[src/design/sep_pkg.sv]
`timescale 1ns / 1ps

package sep_pkg;

    // Stream characters
    localparam logic [7:0] CH_COLON = 8'h3A;
    localparam logic [7:0] CH_LF    = 8'h0A;
    localparam logic [7:0] CH_CR    = 8'h0D;
    localparam logic [7:0] CH_SPACE = 8'h20;

    // Input item kinds
    localparam logic REQ_BYTE = 1'b0;
    localparam logic REQ_EOS  = 1'b1;

    // Result kinds
    localparam logic [1:0] OUT_DATA = 2'd0;
    localparam logic [1:0] OUT_NAME = 2'd1;
    localparam logic [1:0] OUT_END  = 2'd2;

    // Field kinds of a line
    localparam logic [1:0] KIND_OTHER   = 2'd0;
    localparam logic [1:0] KIND_EVENT   = 2'd1;
    localparam logic [1:0] KIND_DATA    = 2'd2;
    localparam logic [1:0] KIND_IDRETRY = 2'd3;

    // Line parse phase
    typedef enum logic [4:0] {
        PH_START  = 5'b00001,
        PH_FIELD  = 5'b00010,
        PH_VSTART = 5'b00100,
        PH_VALUE  = 5'b01000,
        PH_SKIP   = 5'b10000
    } sep_phase_t;

    // Controller to datapath
    typedef struct packed {
        logic accept;
        logic cr_step;
        logic main_step;
        logic end_step;
        logic disp;
        logic rd;
        logic name_emit;
        logic end_emit;
        logic flush;
    } sep_cmd_t;

    // Datapath to controller
    typedef struct packed {
        logic eos;
        logic lf;
        logic held;
        logic ph_start;
        logic pending;
        logic has_name;
        logic last_name;
        logic room;
        logic flush_ok;
    } sep_stat_t;

endpackage

[src/design/sep_ctrl.sv]
`timescale 1ns / 1ps

module sep_ctrl
(
    input  logic              clk,
    input  logic              rst_n,
    input  logic              in_valid,
    output logic              in_ready,
    input  sep_pkg::sep_stat_t stat,
    output sep_pkg::sep_cmd_t  cmd
);

    typedef enum logic [9:0] {
        S_IDLE   = 10'b0000000001,
        S_DECODE = 10'b0000000010,
        S_CR     = 10'b0000000100,
        S_MAIN   = 10'b0000001000,
        S_ENDL   = 10'b0000010000,
        S_DISP   = 10'b0000100000,
        S_RD     = 10'b0001000000,
        S_NAME   = 10'b0010000000,
        S_ENDREC = 10'b0100000000,
        S_FLUSH  = 10'b1000000000
    } sep_state_t;

    sep_state_t state_reg, state_next;

    assign in_ready = (state_reg == S_IDLE);

    always_comb
    begin
        state_next = state_reg;
        cmd        = '0;
        case (state_reg)
            S_IDLE:
            begin
                if (in_valid)
                begin
                    cmd.accept = 1'b1;
                    state_next = S_DECODE;
                end
            end
            S_DECODE:
            begin
                if (stat.eos)
                begin
                    state_next = (!stat.ph_start || stat.held) ? S_ENDL : S_DISP;
                end
                else if (stat.lf)
                begin
                    state_next = S_ENDL;
                end
                else
                begin
                    state_next = stat.held ? S_CR : S_MAIN;
                end
            end
            S_CR:
            begin
                if (stat.room)
                begin
                    cmd.cr_step = 1'b1;
                    state_next  = S_MAIN;
                end
            end
            S_MAIN:
            begin
                if (stat.room)
                begin
                    cmd.main_step = 1'b1;
                    state_next    = S_FLUSH;
                end
            end
            S_ENDL:
            begin
                if (stat.room)
                begin
                    cmd.end_step = 1'b1;
                    state_next   = (stat.ph_start || stat.eos) ? S_DISP : S_FLUSH;
                end
            end
            S_DISP:
            begin
                cmd.disp = 1'b1;
                if (!stat.pending)
                begin
                    state_next = S_FLUSH;
                end
                else
                begin
                    state_next = stat.has_name ? S_RD : S_ENDREC;
                end
            end
            S_RD:
            begin
                cmd.rd     = 1'b1;
                state_next = S_NAME;
            end
            S_NAME:
            begin
                if (stat.room)
                begin
                    cmd.name_emit = 1'b1;
                    state_next    = stat.last_name ? S_ENDREC : S_RD;
                end
            end
            S_ENDREC:
            begin
                if (stat.room)
                begin
                    cmd.end_emit = 1'b1;
                    state_next   = S_FLUSH;
                end
            end
            S_FLUSH:
            begin
                if (stat.flush_ok)
                begin
                    cmd.flush  = 1'b1;
                    state_next = S_IDLE;
                end
            end
            default:
            begin
                state_next = S_IDLE;
            end
        endcase
    end

    always_ff @(posedge clk or negedge rst_n)
    begin
        if (!rst_n)
        begin
            state_reg <= S_IDLE;
        end
        else
        begin
            state_reg <= state_next;
        end
    end

endmodule

[src/design/sep_dpath.sv]
`timescale 1ns / 1ps

module sep_dpath
#(
    parameter int NAME_MAX = 32
)
(
    input  logic               clk,
    input  logic               rst_n,
    input  sep_pkg::sep_cmd_t  cmd,
    output sep_pkg::sep_stat_t stat,
    input  logic               in_req,
    input  logic [7:0]         in_byte,
    output logic               out_valid,
    input  logic               out_ready,
    output logic [1:0]         out_kind,
    output logic [7:0]         out_byte,
    output logic               out_trunc,
    output logic               out_last
);

    localparam int LEN_W = $clog2(NAME_MAX + 1);
    localparam int IDX_W = (NAME_MAX > 1) ? $clog2(NAME_MAX) : 1;

    // Character of a known field name at a position; zero past its end
    function automatic logic [7:0] fld_char(input logic [1:0] idx, input logic [2:0] pos);
        logic [7:0] c;
        c = 8'h00;
        case (idx)
            2'd0:
            begin
                case (pos)
                    3'd0: c = 8'h65;
                    3'd1: c = 8'h76;
                    3'd2: c = 8'h65;
                    3'd3: c = 8'h6E;
                    3'd4: c = 8'h74;
                    default: c = 8'h00;
                endcase
            end
            2'd1:
            begin
                case (pos)
                    3'd0: c = 8'h64;
                    3'd1: c = 8'h61;
                    3'd2: c = 8'h74;
                    3'd3: c = 8'h61;
                    default: c = 8'h00;
                endcase
            end
            2'd2:
            begin
                case (pos)
                    3'd0: c = 8'h69;
                    3'd1: c = 8'h64;
                    default: c = 8'h00;
                endcase
            end
            default:
            begin
                case (pos)
                    3'd0: c = 8'h72;
                    3'd1: c = 8'h65;
                    3'd2: c = 8'h74;
                    3'd3: c = 8'h72;
                    3'd4: c = 8'h79;
                    default: c = 8'h00;
                endcase
            end
        endcase
        return c;
    endfunction

    function automatic logic [2:0] fld_len(input logic [1:0] idx);
        logic [2:0] n;
        case (idx)
            2'd0:    n = 3'd5;
            2'd1:    n = 3'd4;
            2'd2:    n = 3'd2;
            default: n = 3'd5;
        endcase
        return n;
    endfunction

    function automatic logic [1:0] fld_kind(input logic [1:0] idx);
        logic [1:0] k;
        case (idx)
            2'd0:    k = sep_pkg::KIND_EVENT;
            2'd1:    k = sep_pkg::KIND_DATA;
            default: k = sep_pkg::KIND_IDRETRY;
        endcase
        return k;
    endfunction

    // Latched item
    logic             req_reg;
    logic [7:0]       byte_reg;

    // Line parse state
    sep_pkg::sep_phase_t phase_reg, phase_next;
    logic [3:0]       mask_reg, mask_next;
    logic [2:0]       pos_reg, pos_next;
    logic             held_reg, held_next;
    logic [1:0]       kind_reg, kind_next;
    logic             pending_reg, pending_next;
    logic             seen_reg, seen_next;
    logic [LEN_W-1:0] len_reg, len_next;
    logic             ovf_reg, ovf_next;

    // Dispatch walk
    logic [LEN_W-1:0] walk_len_reg;
    logic [LEN_W-1:0] idx_reg;
    logic             trunc_reg;
    logic [7:0]       rd_data_reg;

    // Name store
    logic [7:0]       name_mem [NAME_MAX];
    logic             wr_en;

    // Result staging and output register
    logic             st_valid_reg;
    logic [1:0]       st_kind_reg;
    logic [7:0]       st_byte_reg;
    logic             st_trunc_reg;
    logic             out_valid_reg;
    logic [1:0]       out_kind_reg;
    logic [7:0]       out_byte_reg;
    logic             out_trunc_reg;
    logic             out_last_reg;

    logic             produce;
    logic [1:0]       p_kind;
    logic [7:0]       p_byte;
    logic             p_trunc;

    logic [7:0]       lb;
    logic [3:0]       m_cur;
    logic [2:0]       p_cur;
    logic [1:0]       sk;
    logic             do_settle;
    logic             do_value;
    logic             out_free;
    logic             load_out;

    assign lb       = cmd.cr_step ? sep_pkg::CH_CR : byte_reg;
    assign out_free = !out_valid_reg || out_ready;

    // Field kind from the live candidates at the current position
    always_comb
    begin
        sk = sep_pkg::KIND_OTHER;
        for (int i = 0; i < 4; i++)
        begin
            if (mask_reg[i] && pos_reg == fld_len(2'(i)))
            begin
                sk = fld_kind(2'(i));
            end
        end
    end

    always_comb
    begin
        phase_next   = phase_reg;
        mask_next    = mask_reg;
        pos_next     = pos_reg;
        held_next    = held_reg;
        kind_next    = kind_reg;
        pending_next = pending_reg;
        seen_next    = seen_reg;
        len_next     = len_reg;
        ovf_next     = ovf_reg;
        produce      = 1'b0;
        p_kind       = sep_pkg::OUT_DATA;
        p_byte       = 8'h00;
        p_trunc      = 1'b0;
        wr_en        = 1'b0;
        do_settle    = 1'b0;
        do_value     = 1'b0;
        m_cur        = (phase_reg == sep_pkg::PH_START) ? 4'hF : mask_reg;
        p_cur        = (phase_reg == sep_pkg::PH_START) ? 3'd0 : pos_reg;

        if (cmd.cr_step)
        begin
            held_next = 1'b0;
        end

        if (cmd.main_step && byte_reg == sep_pkg::CH_CR)
        begin
            held_next = 1'b1;
        end
        else if (cmd.cr_step || cmd.main_step)
        begin
            case (phase_reg)
                sep_pkg::PH_START, sep_pkg::PH_FIELD:
                begin
                    if (lb == sep_pkg::CH_COLON)
                    begin
                        if (phase_reg == sep_pkg::PH_START)
                        begin
                            phase_next = sep_pkg::PH_SKIP;
                        end
                        else
                        begin
                            do_settle  = 1'b1;
                            phase_next = (sk == sep_pkg::KIND_EVENT || sk == sep_pkg::KIND_DATA)
                                         ? sep_pkg::PH_VSTART : sep_pkg::PH_SKIP;
                        end
                    end
                    else
                    begin
                        phase_next = sep_pkg::PH_FIELD;
                        for (int i = 0; i < 4; i++)
                        begin
                            mask_next[i] = m_cur[i] && (p_cur < fld_len(2'(i)))
                                           && (fld_char(2'(i), p_cur) == lb);
                        end
                        pos_next = (p_cur == 3'd7) ? p_cur : p_cur + 3'd1;
                    end
                end
                sep_pkg::PH_VSTART:
                begin
                    phase_next = sep_pkg::PH_VALUE;
                    do_value   = (lb != sep_pkg::CH_SPACE);
                end
                sep_pkg::PH_VALUE:
                begin
                    do_value = 1'b1;
                end
                default:
                begin
                    phase_next = phase_reg;
                end
            endcase
        end

        if (cmd.end_step)
        begin
            do_settle = (phase_reg == sep_pkg::PH_FIELD);
        end

        // Value byte: data goes out, event name goes to the store
        if (do_value)
        begin
            if (kind_reg == sep_pkg::KIND_DATA)
            begin
                produce = 1'b1;
                p_byte  = lb;
            end
            else if (kind_reg == sep_pkg::KIND_EVENT)
            begin
                if (len_reg < LEN_W'(NAME_MAX))
                begin
                    wr_en    = 1'b1;
                    len_next = len_reg + LEN_W'(1);
                end
                else
                begin
                    ovf_next = 1'b1;
                end
            end
        end

        // Field settles: restart name, separate data lines, mark a dispatch pending
        if (do_settle)
        begin
            kind_next = sk;
            case (sk)
                sep_pkg::KIND_EVENT:
                begin
                    len_next     = '0;
                    ovf_next     = 1'b0;
                    pending_next = 1'b1;
                end
                sep_pkg::KIND_DATA:
                begin
                    if (seen_reg)
                    begin
                        produce = 1'b1;
                        p_byte  = sep_pkg::CH_LF;
                    end
                    seen_next    = 1'b1;
                    pending_next = 1'b1;
                end
                sep_pkg::KIND_IDRETRY:
                begin
                    pending_next = 1'b1;
                end
                default:
                begin
                    pending_next = pending_reg;
                end
            endcase
        end

        if (cmd.end_step)
        begin
            held_next  = 1'b0;
            phase_next = sep_pkg::PH_START;
            kind_next  = sep_pkg::KIND_OTHER;
            mask_next  = 4'hF;
            pos_next   = 3'd0;
        end

        if (cmd.disp && pending_reg)
        begin
            len_next     = '0;
            ovf_next     = 1'b0;
            pending_next = 1'b0;
            seen_next    = 1'b0;
        end

        if (cmd.name_emit)
        begin
            produce = 1'b1;
            p_kind  = sep_pkg::OUT_NAME;
            p_byte  = rd_data_reg;
        end

        if (cmd.end_emit)
        begin
            produce = 1'b1;
            p_kind  = sep_pkg::OUT_END;
            p_trunc = trunc_reg;
        end
    end

    assign load_out = st_valid_reg && (produce || cmd.flush);

    always_ff @(posedge clk or negedge rst_n)
    begin
        if (!rst_n)
        begin
            phase_reg     <= sep_pkg::PH_START;
            mask_reg      <= 4'hF;
            pos_reg       <= 3'd0;
            held_reg      <= 1'b0;
            kind_reg      <= sep_pkg::KIND_OTHER;
            pending_reg   <= 1'b0;
            seen_reg      <= 1'b0;
            len_reg       <= '0;
            ovf_reg       <= 1'b0;
            st_valid_reg  <= 1'b0;
            out_valid_reg <= 1'b0;
        end
        else
        begin
            phase_reg   <= phase_next;
            mask_reg    <= mask_next;
            pos_reg     <= pos_next;
            held_reg    <= held_next;
            kind_reg    <= kind_next;
            pending_reg <= pending_next;
            seen_reg    <= seen_next;
            len_reg     <= len_next;
            ovf_reg     <= ovf_next;
            if (produce)
            begin
                st_valid_reg <= 1'b1;
            end
            else if (cmd.flush)
            begin
                st_valid_reg <= 1'b0;
            end
            if (load_out)
            begin
                out_valid_reg <= 1'b1;
            end
            else if (out_ready)
            begin
                out_valid_reg <= 1'b0;
            end
        end
    end

    // Payload registers
    always_ff @(posedge clk)
    begin
        if (cmd.accept)
        begin
            req_reg  <= in_req;
            byte_reg <= in_byte;
        end
        if (cmd.disp)
        begin
            walk_len_reg <= len_reg;
            trunc_reg    <= ovf_reg;
            idx_reg      <= '0;
        end
        else if (cmd.name_emit)
        begin
            idx_reg <= idx_reg + LEN_W'(1);
        end
        if (produce)
        begin
            st_kind_reg  <= p_kind;
            st_byte_reg  <= p_byte;
            st_trunc_reg <= p_trunc;
        end
        if (load_out)
        begin
            out_kind_reg  <= st_kind_reg;
            out_byte_reg  <= st_byte_reg;
            out_trunc_reg <= st_trunc_reg;
            out_last_reg  <= cmd.flush;
        end
    end

    // Name store: write on event value bytes, registered read during the walk
    always_ff @(posedge clk)
    begin
        if (wr_en)
        begin
            name_mem[len_reg[IDX_W-1:0]] <= lb;
        end
        if (cmd.rd)
        begin
            rd_data_reg <= name_mem[idx_reg[IDX_W-1:0]];
        end
    end

    assign stat.eos       = (req_reg == sep_pkg::REQ_EOS);
    assign stat.lf        = (byte_reg == sep_pkg::CH_LF);
    assign stat.held      = held_reg;
    assign stat.ph_start  = (phase_reg == sep_pkg::PH_START);
    assign stat.pending   = pending_reg;
    assign stat.has_name  = (len_reg != '0);
    assign stat.last_name = (idx_reg == walk_len_reg - LEN_W'(1));
    assign stat.room      = !st_valid_reg || out_free;
    assign stat.flush_ok  = !st_valid_reg || out_free;

    assign out_valid = out_valid_reg;
    assign out_kind  = out_kind_reg;
    assign out_byte  = out_byte_reg;
    assign out_trunc = out_trunc_reg;
    assign out_last  = out_last_reg;

endmodule

[src/design/sse_event_stream_parser.sv]
`timescale 1ns / 1ps

// Server-sent-events parser. The slave channel takes one item per stream
// byte (tuser = 0, byte in tdata) or an end-of-stream item (tuser = 1),
// which closes an open line and dispatches a pending event. The master
// channel returns data bytes as they arrive, then on a blank line or end of
// stream the stored event name bytes followed by an end record; tlast marks
// the final result of each input item.
// Sequencing: one item at a time; a controller walks the steps each item
// needs. A plain byte passes decode, main and flush, with a CR step first
// when a held CR is replayed; a line end passes decode, line end, dispatch
// when it reaches it, and flush. A pending event adds a registered read of
// the name store and an emit per stored name byte, then the end record. An
// end of stream at line start with no held CR skips the line-end step. The
// last result sits in the output register while the next item is accepted.
// Reset clears the line parser, event state and output valid; the name
// store holds no reset value and is only read below the stored length.
// When the receiver stalls, hold: results wait in a staging register and
// the output register, and the controller stops until room frees up.
module sse_event_stream_parser
#(
    parameter int NAME_MAX = 32
)
(
    input  logic       clk,
    input  logic       rst_n,
    input  logic       s_axis_tvalid,
    output logic       s_axis_tready,
    input  logic [7:0] s_axis_tdata,   // [7:0] in_byte
    input  logic       s_axis_tuser,   // [0] req_type
    output logic       m_axis_tvalid,
    input  logic       m_axis_tready,
    output logic [7:0] m_axis_tdata,   // [7:0] out_byte
    output logic [2:0] m_axis_tuser,   // [1:0] out_kind, [2] name_truncated
    output logic       m_axis_tlast
);

    sep_pkg::sep_cmd_t  cmd;
    sep_pkg::sep_stat_t stat;
    logic [1:0]         out_kind;
    logic               out_trunc;

    // Sequence each item through its parse steps
    sep_ctrl u_ctrl
    (
        .clk      (clk),
        .rst_n    (rst_n),
        .in_valid (s_axis_tvalid),
        .in_ready (s_axis_tready),
        .stat     (stat),
        .cmd      (cmd)
    );

    // Line parser, name store and result registers
    sep_dpath
    #(
        .NAME_MAX (NAME_MAX)
    )
    u_dpath
    (
        .clk       (clk),
        .rst_n     (rst_n),
        .cmd       (cmd),
        .stat      (stat),
        .in_req    (s_axis_tuser),
        .in_byte   (s_axis_tdata),
        .out_valid (m_axis_tvalid),
        .out_ready (m_axis_tready),
        .out_kind  (out_kind),
        .out_byte  (m_axis_tdata),
        .out_trunc (out_trunc),
        .out_last  (m_axis_tlast)
    );

    assign m_axis_tuser = {out_trunc, out_kind};

endmodule

[config.mk]
export PLATFORM = sky130hd
export DESIGN_NAME = sse_event_stream_parser
export DESIGN_NICKNAME = d
export VERILOG_FILES = /design/src/design/sep_pkg.sv /design/src/design/sep_ctrl.sv /design/src/design/sep_dpath.sv /design/src/design/sse_event_stream_parser.sv
export SDC_FILE = /design/constraint.sdc
export NUM_CORES = 1
export LEC_CHECK = 0
export BUFFER_PORTS_ARGS = -buffer_cell sky130_fd_sc_hd__clkbuf_2
export CAP_MARGIN = 20
export CORE_MARGIN = 10
export CORE_UTILIZATION = 50
export CTS_CLUSTER_SIZE = 12
export DETAILED_ROUTE_END_ITERATION = 6
export GPL_ROUTABILITY_DRIVEN = 0
export GPL_TIMING_DRIVEN = 0
export HOLD_SLACK_MARGIN = 0.06
export PLACE_DENSITY = 0.67
export SLEW_MARGIN = 20
export SYNTH_ARGS = -nofsm -noshare
export SYNTH_HDL_FRONTEND = slang
export SYNTH_SLANG_ARGS = --single-unit
[constraint.sdc]
create_clock -name clk -period 3.8 [get_ports clk]
set_input_delay 0.38 -clock clk [delete_from_list [all_inputs] [get_ports clk]]
set_output_delay 0.38 -clock clk [all_outputs]
set_load 0.01 [all_outputs]
==> impl_summary.txt <==
----------------------------------------------------
[Die]
  Floorplan die width ... ~190 um
  Placeable core area ... just under 30000 um^2
  Die Y-Extent ... between 150 and 200 um
  Starting utilization of the core area ... just over 50%
  Rows ... 63
  Io pins ... 27
  Die Outline Area ... ~37000 um^2

[Power]
  Leakage power total ... around 0.0055 uW
  VDD IR-drop max ... ~0.45 mV
  Pwr per Cell Area ... approximately 530 nW/um^2
  Total Power Consumption ... slightly above 9000 uW
  Part of the total power dissipated in the clock network ... 37.8%
  Switch share ... between 20% and 30%
  Power share of the sequential group ... between 40% and 50%
  Int Pwr ... 6740 uW
  Net switching power ... about 2300 uW
  Comb power frac ... about an eighth

[Setup path]
  End of the worst register-to-register path ... u_dpath.name_mem[20][4]$_DFFE_PP_
  CP Capture Type ... flip-flop
  Worst Setup Path Type ... flip-flop to flip-flop
  Data required, critical path ... ~4.0 ns
  Crit path max fanout ... 10
  Startpoint type of the worst setup path ... flip-flop
  Slowest Stage Delay on Critical Path ... 0.57 ns
  R2R Setup Slk ... just under 0.03 ns
  Cell with the largest stage delay on the worst path ... sky130_fd_sc_hd__nor2_2
  R2r worst-path depth ... 7
  Crit-path cells ... clkbuf_1 -> nor4b_2 -> nand4_1 -> a21bo_2 -> a211oi_1 -> nand2_1 -> nor2_2
  Startpoint of the most critical register-to-register path ... u_ctrl.state_reg[3]$_DFFE_PN0P_
  CP arrival ... about 4 ns

[Outcome]
  Outcome ... complete, no violations

[Placement]
  Cell area reported after detailed placement ... around 16000 um^2
  Count of input and output buffers ... 26
  DP HPWL ... about 22 mm

[STA]
  Worst-Margin Slew ... approximately 1.0 ns
  Final Skew ... 0.0282 ns
  Final slew viol count ... 0
  Highest achievable clock rate ... between 200 and 300 MHz
  Post-layout min period ... between 3 and 4 ns
  Number of endpoints failing setup at the final stage ... 0
  Share of the clock period used by the worst path after layout ... slightly below 100%
  Max-Slew Margin vs Limit ... around 32%
  Fin. Hold Viols ... 0
  RSZ-0062 raised after global routing ... yes

[Drt]
  Total wire length ... about 33 mm
  Vias per inst ... 6.08
  Iter 0 DRT Violations ... 737
  Remaining number of nets flagged by the antenna check after routing ... 0
  Number of iterations in the first detailed-routing pass ... 5
  Via total after detailed routing ... about 8600
  Routed length per placed instance ... 23.7 um
  Number of remaining DRC errors ... 0

[Logic synthesis]
  Register bit count reported by yosys ... roughly 350
  FFs w/ async S/R, synth ... around a tenth
  Number of enable-type register cells in the synthesized netlist ... 303
  Post-synthesis net count ... ~940
  Most used flip-flop cell after synthesis ... sky130_fd_sc_hd__edfxtp_1
  Average size of a mapped cell ... roughly 16 um^2
  Yosys warnings ... 0
  Share of synthesized area occupied by flip-flops and latches ... between 60% and 70%
  Cells after synthesis ... approximately 920
  Unique cell type count in the Yosys netlist ... 79
  Synthesized cell area ... around 15000 um^2

[Final layout]
  Proportion of layout cells with a drive suffix above 1 ... a little under a quarter
  Most frequent cells in the layout ... 303 x sky130_fd_sc_hd__edfxtp_1, 80 x sky130_fd_sc_hd__mux4_2, 56 x sky130_fd_sc_hd__nor2_1, 44 x sky130_fd_sc_hd__nand2_1, 41 x sky130_fd_sc_hd__clkbuf_1
  Area growth from synthesis to layout ... 13.8%
  Commonest non-fill, non-tap cell in the layout ... sky130_fd_sc_hd__edfxtp_1
  Post-route standard cell area excluding fillers ... between 15000 and 20000 um^2
  Post-layout net count ... about 1000
  Max FFs per register ... approximately 260
  Diode count ... 0

[Clock network]
  CTS Buf Count ... 38
  Buffer depth of the longest clock path ... 3
  Root buffer selected by CTS ... sky130_fd_sc_hd__clkbuf_16
  Worst-skew pair later-pin latency ... roughly 0.53 ns
  Clk sink count ... between 300 and 400
  Number of H-tree branching levels ... 2
  Clock Pin Slew Worst Setup and Hold Paths ... approximately 0.060 ns
  CTS tree ... built

[Global routing]
  Global-route usage over all layers ... a little under a fifth
  Initial antenna violation count ... 0
  Total overflow reported by the global router ... 0
  Maximum number of pins on one net before global-route repair ... 37
  Wire length of the first global-routing pass ... a little over 50 mm
  Number of global-route vias before repair ... 8303

[Worst hold path]
  Hold depth ... 2
  Worst min-delay path startpoint ... s_axis_tvalid
  Hold EP ... u_ctrl.state_reg[1]$_DFFE_PN0P_
  Path type of the worst min-delay path ... input port to flip-flop

[Job]
  Total of max-cap violations ... 0

----------------------------------------------------
-- area by class of cell --
class,instances,area (um^2)
Clock inverter,13,86.3
Timing Repair Buffer,39,313
Buffer,49,215
Sequential cell,345,10100
Inverter,23,87.6
Multi-Input combinational cell,499,4630
Fill cell,2266,12500
Tap cell,390,488
Clock buffer,52,1060
-- Yosys cell counts (all sizes together) (4+ instances only) --
library cell | instances | share of area (%)
or3 | 9 | 0.38
or2 | 5 | 0.21
nor2 | 83 | 2.1
edfxtp | 303 | 61
nor3 | 14 | 0.47
mux4 | 80 | 12
nor4b | 5 | 0.33
o21ai | 28 | 0.94
xnor2 | 20 | 1.2
dfxtp | 6 | 0.80
nor3b | 5 | 0.25
xor2 | 8 | 0.47
nand4 | 9 | 0.38
a31oi | 4 | 0.17
mux2i | 7 | 0.47
nor4 | 8 | 0.58
mux2 | 11 | 0.83
nand3 | 12 | 0.44
dfstp | 6 | 1.1
o21a | 4 | 0.20
nand3b | 10 | 0.50
or4 | 5 | 0.28
nand2 | 44 | 1.1
dfrtp | 30 | 5.0
a211oi | 8 | 0.44
clkbuf | 34 | 0.85
o2111ai | 4 | 0.28
nor2b | 4 | 0.17
a21oi | 30 | 1.0
a21o | 4 | 0.20
buf | 15 | 0.57
inv | 22 | 0.55
a41oi | 4 | 0.23
a32o | 4 | 0.27
ha | 13 | 1.1
and2 | 8 | 0.33
nand2b | 7 | 0.29
-- power by group through the flow --
stage               registers (uW)  logic, uW  clock network, uW
floorplan                     4540        724                  0
global placement              4580       1030                  0
detailed placement            4580       1080                  0
CTS                           4500       1100               3480
global route                  4520       1230               3630
finish                        4500       1130               3420
-- timing repair --
action / 4_1_cts / 5_1_grt
gates cloned: 0 / 0
pin swaps: 1 / 0
setup buffers: 0 / 0
hold buffers: 10 / 0
endpoints found under the hold margin: 39 / 0
resized for setup: 17 / 12
endpoints found under the setup margin: 184 / 247
-- cells by family (layout without fill, tap and decap cells) --
group / count (synthesis) / after routing / synth area share, %
flip-flops: 345 / 345 / 67.7
AND/OR/NAND/NOR: 244 / 244 / 8.78
AO/OA/AOI/OAI: 116 / 116 / 5.41
multiplexers: 98 / 98 / 13.3
buffers and inverters: 72 / 176 / 2.01
XOR/XNOR: 28 / 28 / 1.64
adder cells (fa/ha/maj): 13 / 13 / 1.09
-- worst max path at each step --
stage | start | endpoint | slack, ns | cells after the start
3_3_place_gp | u_ctrl.state_reg[3]$_DFFE_PN0P_ | u_dpath.name_mem[20][6]$_DFFE_PP_ | -0.14 | 7
2_1_floorplan | u_ctrl.state_reg[5]$_DFFE_PN0P_ | u_dpath.out_byte[0]$_DFFE_PP_ | 0.89 | 8
4_1_cts | u_ctrl.state_reg[3]$_DFFE_PN0P_ | u_dpath.name_mem[16][0]$_DFFE_PP_ | -0.19 | 7
6_report | u_ctrl.state_reg[3]$_DFFE_PN0P_ | u_dpath.name_mem[20][4]$_DFFE_PP_ | 0.03 | 7
3_5_place_dp | u_ctrl.state_reg[3]$_DFFE_PN0P_ | u_dpath.name_mem[28][2]$_DFFE_PP_ | -0.16 | 7
5_1_grt | u_ctrl.state_reg[3]$_DFFE_PN0P_ | u_dpath.name_mem[12][5]$_DFFE_PP_ | -0.1 | 7
-- layer usage --
metal	GRT usage [%]	wire, um	share of wire [%]
met1	26.3	14800	44
met2	27.7	15500	46
met3	3.26	2290	6.8
met4	5.59	891	2.7
met5	0	0	0
-- critical path: cells and delay by family (launching register included) --
| family | cells | cell delay [ns] |
|---|---|---|
| flip-flops | 1 | 0.35 |
| buffers and inverters | 1 | 0.24 |
| AND/OR/NAND/NOR | 4 | 1.94 |
| AO/OA/AOI/OAI | 2 | 0.85 |
-- through the flow --
| stage | util (%) | std cells | hold slack [ns] | TNS, ns | setup WS [ns] |
|---|---|---|---|---|---|
| 2_1_floorplan | - | 916 | 0.0844 | 0 | 0.887 |
| 6_report | 57.6 | 1410 | 0.100 | 0 | 0.0297 |
| 4_1_cts | 57.3 | 1409 | 0.0818 | -8.47 | -0.192 |
| 5_1_grt | 57.6 | 1410 | 0.0966 | -7.08 | -0.0975 |
| 3_5_place_dp | 52.9 | 1334 | 0.405 | -16.41 | -0.164 |
| 3_3_place_gp | 52.7 | 1332 | 0.402 | -6.00 | -0.137 |
No activity file was read; power rests on OpenSTA's default activity.
